### src/design/ascf_pkg.sv
// ascf_pkg: shared types, constants and the SGR attribute update for the
// ANSI SGR colour filter. No dependencies.
package ascf_pkg;

	localparam logic [7:0] ESC_BYTE   = 8'h1B;
	localparam logic [7:0] CHR_LBRACK = 8'h5B;   // '['
	localparam logic [7:0] CHR_SEMI   = 8'h3B;   // ';'
	localparam logic [7:0] CHR_M      = 8'h6D;   // 'm'
	localparam logic [7:0] CHR_ZERO   = 8'h30;   // '0'
	localparam logic [7:0] CHR_NINE   = 8'h39;   // '9'
	localparam logic [7:0] ATTR_INIT  = 8'h0F;   // white on black
	localparam logic [3:0] BRIGHT     = 4'h8;
	localparam logic [3:0] FG_RESET   = 4'd15;

	localparam logic [7:0] SGR_RESET   = 8'd0;
	localparam logic [7:0] SGR_BOLD    = 8'd1;
	localparam logic [7:0] SGR_FG_LO   = 8'd30;
	localparam logic [7:0] SGR_FG_HI   = 8'd37;
	localparam logic [7:0] SGR_FGB_LO  = 8'd90;
	localparam logic [7:0] SGR_FGB_HI  = 8'd97;
	localparam logic [7:0] SGR_BG_LO   = 8'd40;
	localparam logic [7:0] SGR_BG_HI   = 8'd47;
	localparam logic [7:0] SGR_BGB_LO  = 8'd100;
	localparam logic [7:0] SGR_BGB_HI  = 8'd107;
	localparam logic [7:0] CODE_SAT    = 8'd255;

	typedef enum logic [2:0] {
		MODE_TEXT = 3'b001,
		MODE_ESC  = 3'b010,
		MODE_CSI  = 3'b100
	} mode_t;

	// New attribute after one SGR code; unknown codes leave it alone.
	function automatic logic [7:0] apply_sgr(input logic [7:0] attr, input logic [7:0] code);
		logic [3:0] fg;
		logic [3:0] bg;
		logic [7:0] d;
		fg = attr[3:0];
		bg = attr[7:4];
		d  = 8'd0;
		if (code == SGR_RESET) begin
			fg = FG_RESET;
			bg = 4'd0;
		end else if (code == SGR_BOLD) begin
			fg = fg | BRIGHT;
		end else if (code >= SGR_FG_LO && code <= SGR_FG_HI) begin
			d  = code - SGR_FG_LO;
			fg = d[3:0];
		end else if (code >= SGR_FGB_LO && code <= SGR_FGB_HI) begin
			d  = code - SGR_FGB_LO;
			fg = d[3:0] | BRIGHT;
		end else if (code >= SGR_BG_LO && code <= SGR_BG_HI) begin
			d  = code - SGR_BG_LO;
			bg = d[3:0];
		end else if (code >= SGR_BGB_LO && code <= SGR_BGB_HI) begin
			d  = code - SGR_BGB_LO;
			bg = d[3:0] | BRIGHT;
		end
		return {bg, fg};
	endfunction

endpackage

### src/design/ansi_sgr_color_filter_core.sv
// A byte that is passed through goes from the input register to the result register and shows
// on out_* from there; out_stall can hold it in either register.
// Throughput: one byte per cycle, sustained while out_stall does not hold the result register.
// Escape bytes and zero bytes produce no output but still take their slot like any other byte.
// Reset (arst_n low, asynchronous): both stages empty, parser in text mode, code cleared,
// colour attribute 0x0F (white on black). The attribute survives a zero byte.
module ansi_sgr_color_filter_core (
	input  logic       clk,
	input  logic       arst_n,
	input  logic       in_valid,
	output logic       in_stall,
	input  logic [7:0] in_byte,
	output logic       out_valid,
	input  logic       out_stall,
	output logic [7:0] out_char,
	output logic [7:0] out_attr
);
	import ascf_pkg::*;

	// input register
	logic       valid_s1;
	logic [7:0] byte_s1;

	// parser state
	mode_t      mode_q;
	logic [7:0] code_q;
	logic       digit_q;
	logic [7:0] attr_q;

	// result register
	logic       valid_s2;
	logic [7:0] char_s2;
	logic [7:0] attr_s2;

	logic       out_free;   // result register can take a new result this cycle
	logic       proc;       // byte in s1 is consumed this cycle
	logic       load_s1;

	mode_t      mode_d;
	logic [7:0] code_d;
	logic       digit_d;
	logic [7:0] attr_d;
	logic       emit;
	logic       num_hit;
	logic [11:0] acc;
	logic [7:0] sgr_code;

	// The s1 byte only moves on when the result register has room, whether or not
	// it produces a result; keeps control simple and still one byte per cycle.
	assign out_free = !valid_s2 || !out_stall;
	assign proc     = valid_s1 && out_free;
	assign load_s1  = !valid_s1 || proc;
	assign in_stall = !load_s1;

	assign num_hit  = (byte_s1 >= CHR_ZERO) && (byte_s1 <= CHR_NINE);
	// code * 10 + digit, saturating at 255 below
	assign acc      = {1'b0, code_q, 3'b000} + {3'b000, code_q, 1'b0}
	                  + {4'b0000, byte_s1 - CHR_ZERO};
	assign sgr_code = digit_q ? code_q : SGR_RESET;

	always_comb begin
		mode_d  = mode_q;
		code_d  = code_q;
		digit_d = digit_q;
		attr_d  = attr_q;
		emit    = 1'b0;
		if (byte_s1 == 8'd0) begin
			// end of string: parser back to text, colour kept
			mode_d  = MODE_TEXT;
			code_d  = 8'd0;
			digit_d = 1'b0;
		end else begin
			unique case (mode_q)
				MODE_CSI: begin
					if (num_hit) begin
						code_d  = (acc > {4'b0000, CODE_SAT}) ? CODE_SAT : acc[7:0];
						digit_d = 1'b1;
					end else begin
						// ';' applies and stays; 'm' applies and ends; anything else ends
						if (byte_s1 == CHR_SEMI || byte_s1 == CHR_M)
							attr_d = apply_sgr(attr_q, sgr_code);
						if (byte_s1 != CHR_SEMI)
							mode_d = MODE_TEXT;
						code_d  = 8'd0;
						digit_d = 1'b0;
					end
				end
				MODE_ESC: begin
					if (byte_s1 == CHR_LBRACK) begin
						mode_d  = MODE_CSI;
						code_d  = 8'd0;
						digit_d = 1'b0;
					end else if (byte_s1 == ESC_BYTE) begin
						mode_d = MODE_ESC;
					end else begin
						// lone ESC dropped, byte treated as text
						mode_d = MODE_TEXT;
						emit   = 1'b1;
					end
				end
				default: begin
					if (byte_s1 == ESC_BYTE) begin
						mode_d = MODE_ESC;
					end else begin
						mode_d = MODE_TEXT;
						emit   = 1'b1;
					end
				end
			endcase
		end
	end

	always_ff @(posedge clk or negedge arst_n) begin
		if (!arst_n) begin
			valid_s1 <= 1'b0;
		end else if (load_s1) begin
			valid_s1 <= in_valid;
		end
	end

	always_ff @(posedge clk) begin
		if (load_s1 && in_valid)
			byte_s1 <= in_byte;
	end

	always_ff @(posedge clk or negedge arst_n) begin
		if (!arst_n) begin
			mode_q  <= MODE_TEXT;
			code_q  <= 8'd0;
			digit_q <= 1'b0;
			attr_q  <= ATTR_INIT;
		end else if (proc) begin
			mode_q  <= mode_d;
			code_q  <= code_d;
			digit_q <= digit_d;
			attr_q  <= attr_d;
		end
	end

	always_ff @(posedge clk or negedge arst_n) begin
		if (!arst_n) begin
			valid_s2 <= 1'b0;
		end else if (out_free) begin
			valid_s2 <= proc && emit;
		end
	end

	// text bytes carry the attribute in force before this byte (text never changes it)
	always_ff @(posedge clk) begin
		if (proc && emit) begin
			char_s2 <= byte_s1;
			attr_s2 <= attr_q;
		end
	end

	assign out_valid = valid_s2;
	assign out_char  = char_s2;
	assign out_attr  = attr_s2;

endmodule

### config.mk
export PLATFORM = sky130hd
export DESIGN_NAME = ansi_sgr_color_filter_core
export DESIGN_NICKNAME = d
export VERILOG_FILES = /design/src/design/ascf_pkg.sv /design/src/design/ansi_sgr_color_filter_core.sv
export SDC_FILE = /design/constraint.sdc
export NUM_CORES = 1
export LEC_CHECK = 0
export ABC_AREA = 1
export BUFFER_PORTS_ARGS = -buffer_cell sky130_fd_sc_hd__buf_2
export CORE_UTILIZATION = 53
export CTS_CLUSTER_DIAMETER = 200
export CTS_CLUSTER_SIZE = 10
export DETAILED_ROUTE_END_ITERATION = 10
export PLACE_DENSITY = 0.76
export SYNTH_ARGS = -nofsm -noshare
export SYNTH_HDL_FRONTEND = slang
export SYNTH_SLANG_ARGS = --single-unit
### constraint.sdc
create_clock -name clk -period 2.59 [get_ports clk]
set_input_delay 0.1295 -clock clk [delete_from_list [all_inputs] [get_ports clk]]
set_output_delay 0.1295 -clock clk [all_outputs]
set_load 0.005 [all_outputs]
==> Word-level counts from Yosys, hierarchy flattened <==
Index checks and enable logic that the tools add are counted.
{ "classes": {"addsub": 7, "n_lt_le_gt_ge": 11, "n_eq_ne": 14, "n_mux": 30, "bitwise_logic": 2, "n_reduce_logical": 26} }
{ "op_table": {"columns": ["cell", "count"], "rows": [
  ["2-to-1 mux 4 bit", 10],
  ["2-to-1 mux 8 bit", 5],
  ["less-or-equal comparator 8 x 6 -> 1 bit, second input constant", 3],
  ["equality test 8 x 7 -> 1 bit, second input constant", 2],
  ["greater-or-equal comparator 8 x 6 -> 1 bit, second input constant", 2],
  ["greater-or-equal comparator 8 x 7 -> 1 bit, second input constant", 2],
  ["less-or-equal comparator 8 x 7 -> 1 bit, second input constant", 2],
  ["logical NOT 8 bit", 2],
  ["case mux 8 bit (2 select lines)", 1],
  ["adder 11 x 9 -> 12 bit", 1],
  ["adder 12 x 8 -> 12 bit", 1],
  ["> comparator 12 x 8 -> 1 bit, second input constant", 1],
  ["2-to-1 mux 3 bit", 4],
  ["!= test 3 bit, second input constant", 3],
  ["AND reduction 9 bit", 1],
  ["nonzero test 3 bit", 3],
  ["equality test 8 x 1 -> 1 bit, second input constant", 1],
  ["equality test 8 x 5 -> 1 bit, second input constant", 1],
  ["equality test 8 x 6 -> 1 bit, second input constant", 1],
  ["greater-or-equal comparator 8 x 5 -> 1 bit, second input constant", 1],
  ["logical AND 1 bit", 8],
  ["!= test 8 x 6 -> 1 bit, second input constant", 1],
  ["subtractor 4 bit, second input constant", 2],
  ["subtractor 8 x 6 -> 8 bit, second input constant", 1],
  ["16 further kinds", 31]
]} }
{ "word_totals": {"ff_bits": 46, "in_bits": 12, "elab_cells": 101} }

==> Longest topological paths before layout <==
{ "logic_depth": {"word_depth": 9, "mapped_depth": 17, "ltp_nobuf": 17} }

==> Worst setup path after synthesis <==
No wires, ideal clock.
{ "synth_path": {"kind": "register -> register", "startpoint": "register byte_s1[4]", "endpoint": "register code_q[0]", "setup_time_ns": 0.117, "arrival_time_ns": 2.471, "required_ns": 2.473, "path_slack_ns": 0.002, "stages_incl_launch_ff": 18, "synth_period_minus_slack_ns": 2.588, "cell_sequence": "edfxtp_1 > ha_1 > xor2_1 > fa_1 > inv_1 > ha_1 > nand2_1 > nand2_1 > inv_2 > nor2_1 > nor2_1 > nand2_1 > nand2_1 > nand2_1 > nor2_2 > nand3_1 > nand2_1 > nand2_1"} }
{ "synth_via": {"elab_chain_cells": 7} }
{ "synth_rtl": {"columns": ["element", "line", "source"], "rows": [
  ["start, declared", "ansi_sgr_color_filter_core.sv:22", "logic [7:0] byte_s1;"],
  ["start signal, assigned", "ansi_sgr_color_filter_core.sv:123", "byte_s1 <= in_byte;"],
  ["subtractor 8 x 6 -> 8 bit", "ansi_sgr_color_filter_core.sv:58", "+ {4'b0000, byte_s1 - CHR_ZERO};"],
  ["adder 12 x 8 -> 12 bit", "ansi_sgr_color_filter_core.sv:58", null],
  ["> comparator 12 x 8 -> 1 bit", "ansi_sgr_color_filter_core.sv:76", "code_d = (acc > {4'b0000, CODE_SAT}) ? CODE_SAT : acc[7:0];"],
  ["2-to-1 mux 8 bit", "ansi_sgr_color_filter_core.sv:76", null],
  ["2-to-1 mux 8 bit", "ansi_sgr_color_filter_core.sv:75", "if (num_hit) begin"],
  ["case mux 8 bit (2 select lines)", "ansi_sgr_color_filter_core.sv:73", "unique case (mode_q)"],
  ["2-to-1 mux 8 bit", "ansi_sgr_color_filter_core.sv:67", "if (byte_s1 == 8'd0) begin"],
  ["end signal, assigned", "ansi_sgr_color_filter_core.sv:134", "code_q <= code_d;"],
  ["end, declared", "ansi_sgr_color_filter_core.sv:26", "logic [7:0] code_q;"]
]} }
Parallel ways exist; a longest one is shown, timed or not.
A chain may end at the register's enable or synchronous reset.

==> Worst setup path in the final report <==
{ "layout_path": {"startpoint": "register byte_s1[4]", "endpoint": "register code_q[2]"} }
Same word-level chain as after synthesis.

==> results.sh <==
export IMPL_dr_pass1_iters=4
export IMPL_critPathLaunchType="flip-flop"
export IMPL_h_tree_depth=2
export IMPL_ys_seq_area_share_pct=44.5
export IMPL_syn_num_nets=378
export IMPL_drive_above_1_share_pct=26.5
export IMPL_fin_crit_ns=2.98
export IMPL_post_route_drc_count=0
export IMPL_netlist_area_mm2=0.00287
export IMPL_worst_pin_slew_ns=0.497
export IMPL_rsz0062_at_grt="true"
export IMPL_crit_path_end_kind="flip-flop"
export IMPL_cts_tree="built"
export IMPL_power_density_mw_per_mm2=462
export IMPL_grtUsageTotal_pct=25.7
export IMPL_drt_initial_drc_count=185
export IMPL_internal_power_mw=1.26
export IMPL_slew_headroom_pct=66.9
export IMPL_ys_seq_elements=46
export IMPL_dieWidth_um=75.6
export IMPL_path_clk_slew_ns=0.09
export IMPL_hpwl_um=4600
export IMPL_finalSetupViolCount=8
export IMPL_antenna_found_initial=0
export IMPL_critPathKind="flip-flop to flip-flop"
export IMPL_grt_pass1_wl_um=10700
export IMPL_yosys_warnings=0
export IMPL_power_frac_seq_pct=50.7
export IMPL_clock_latency_ns=0.31
export IMPL_power_frac_clock_pct=33.2
export IMPL_die_y_um=75.6
export IMPL_grt_max_degree=23
export IMPL_status="complete, but fails checks"
export IMPL_p_sw_share_pct=24.6
export IMPL_routabilityCongestion=0.865
export IMPL_layout_nets=447
export IMPL_std_cell_rows=26
export IMPL_die_area_mm2=0.00571
export IMPL_syn_inst=342
export IMPL_n_antenna_cell=0
export IMPL_drv_slew=0
export IMPL_synth_flop_cell="edfxtp_1"
export IMPL_max_freq_ghz=0.335
export IMPL_syn_area_per_cell_um2=8.39
export IMPL_pwr_share_comb_pct=16.1
export IMPL_syn_to_final_growth_pct=25.6
export IMPL_drtAntennaViolNets=0
export IMPL_port_buffers=29
export IMPL_clkSinkCount=46
export IMPL_coreArea_mm2=0.00517
export IMPL_ios=30
export IMPL_cp_arrival_ns=3.17
export IMPL_clockBufferDepth=2
export IMPL_grt_pass1_vias=2377
export IMPL_ys_types=32
export IMPL_grt_remaining_overflow=0
export IMPL_critPathRequiredTime_ns=2.77
export IMPL_async_flop_share_pct=47.8
export IMPL_synth_edf_count=24
export IMPL_hold_viol=0
export IMPL_p_leak_nw=1.76
export IMPL_violations="negative setup slack"
export IMPL_cts_made_buffers=5
export IMPL_root_buffer="clkbuf_8"
export IMPL_utilization_pct=69.7
export IMPL_fin_ws_ns=-0.391
export IMPL_clock_skew_ns=0.0155
export IMPL_ir_drop_mv=0.302
export IMPL_routed_wl_um=6940
export IMPL_period_share_pct=115
export IMPL_cap_violations=0
export IMPL_switchingPower_mw=0.411
export IMPL_worstPathMaxFanout=8
export IMPL_wl_per_cell_um=14.4
export IMPL_vias=2525
export IMPL_power_total_mw=1.67
export IMPL_min_path_type="primary input to flip-flop"
export IMPL_viasPerCell=5.24
export IMPL_start_util_pct=55.5
[stage by stage]
stage,setup slack (ns),cell area (um^2),setup TNS [ns],instances,hold slack (ns)
2_1_floorplan,0.00196,2870,0,342,-0.166
3_3_place_gp,-0.146,3230,-1.13,459,0.117
3_5_place_dp,-0.277,3230,-2.09,459,0.129
4_1_cts,-0.164,3540,-0.999,478,0.0455
5_1_grt,-0.492,3610,-3.56,482,0.0859
6_report,-0.391,3610,-2.32,482,0.0499
[critical path: stages, from the launching register on]
cell,delay [ns]
edfxtp_1,0.52
inv_2,0.08
buf_4,0.15
fa_1,0.45
ha_1,0.38
a21oi_1,0.22
nand2_1,0.16
nand3_1,0.11
nand2_1,0.09
nand2_1,0.07
nand2_1,0.07
nor2_4,0.21
nand3b_1,0.16
nand2_1,0.11
nand2_1,0.07
[layer usage]
layer,up-vias,share of wire (%),track usage (%)
met5,-,0,0
met4,0,2.4,10.5
met3,18,4.4,3.84
met2,89,51,44.8
met1,1175,42,32.1
li1,1243,-,-
[flip-flops by register name, summed over array words and instances (netlist names)]
signal     count
attr_q         8
byte_s1        8
code_q         8
digit_q        1
mode_q         3
out_attr       8
out_char       8
out_valid      1
valid_s1       1
[final timing paths]
check	end	cells after the start	startpoint	slack, ns
max in group asynchronous	attr_q[1]	2	arst_n	1.90
min in group asynchronous	out_valid	2	arst_n	0.33
worst min-delay path	valid_s1	3	in_valid	0.05
worst min register to register	out_attr[5]	0	attr_q[5]	0.46
worst max-delay path	code_q[2]	14	byte_s1[4]	-0.39
worst max register to register	code_q[2]	14	byte_s1[4]	-0.39
[synthesized netlist by cell type (all sizes together) (3+ instances only)]
master	instances	area share [%]
a21oi	10	2.0
dfrtp	17	15
dfstp	5	4.6
edfxtp	24	25
fa	6	4.2
ha	18	7.8
inv	52	6.8
nand2	104	14
nand3	37	6.6
nand3b	3	0.78
nand4	7	1.5
nor2	28	4.2
nor3	4	1.1
o21ai	11	2.0
xor2	6	1.8
[area by class of cell]
| class | count | area [um^2] |
|---|---|---|
| Sequential cell | 46 | 1280 |
| Fill cell | 375 | 1570 |
| Clock inverter | 1 | 30.0 |
| Inverter | 52 | 195 |
| Clock buffer | 7 | 86.3 |
| Timing Repair Buffer | 64 | 434 |
| Tap cell | 70 | 87.6 |
| Multi-Input combinational cell | 242 | 1500 |
[layout by cell type (no fill, tap or decap), drive strengths merged, types with 9 or more instances in the layout]
| cell | Yosys | final |
|---|---|---|
| nand2 | 104 | 104 |
| buf | 2 | 55 |
| inv | 52 | 52 |
| nand3 | 37 | 37 |
| nor2 | 28 | 28 |
| edfxtp | 24 | 24 |
| ha | 18 | 18 |
| dfrtp | 17 | 17 |
| o21ai | 11 | 11 |
| a21oi | 10 | 10 |
| dlygate4sd3 | 0 | 9 |
[power groups by stage]
stage	clock [mW]	sequential, mW	combinational, mW
6_report	0.554	0.844	0.268
5_1_grt	0.592	0.850	0.293
4_1_cts	0.559	0.843	0.245
3_5_place_dp	0	0.858	0.212
3_3_place_gp	0	0.856	0.204
2_1_floorplan	0	0.863	0.106
[cells by family (layout without fill, tap and decap cells)]
logic type | Yosys count | count (layout) | share of synthesized area [%]
fa+ha+maj | 24 | 24 | 12.0
buf+inv | 54 | 124 | 7.45
compound gates | 24 | 24 | 4.71
xor+xnor | 7 | 7 | 2.14
simple gates | 187 | 187 | 29.2
flops | 46 | 46 | 44.5
[timing repair]
item	in CTS	in global routing
resized for setup	14	10
pin swaps	5	9
buffers inserted	2	4
gates cloned	0	0
hold buffers	9	0
setup endpoints to repair	8	16
endpoints found under the hold margin	25	0
No activity file was read; power rests on OpenSTA's default activity.
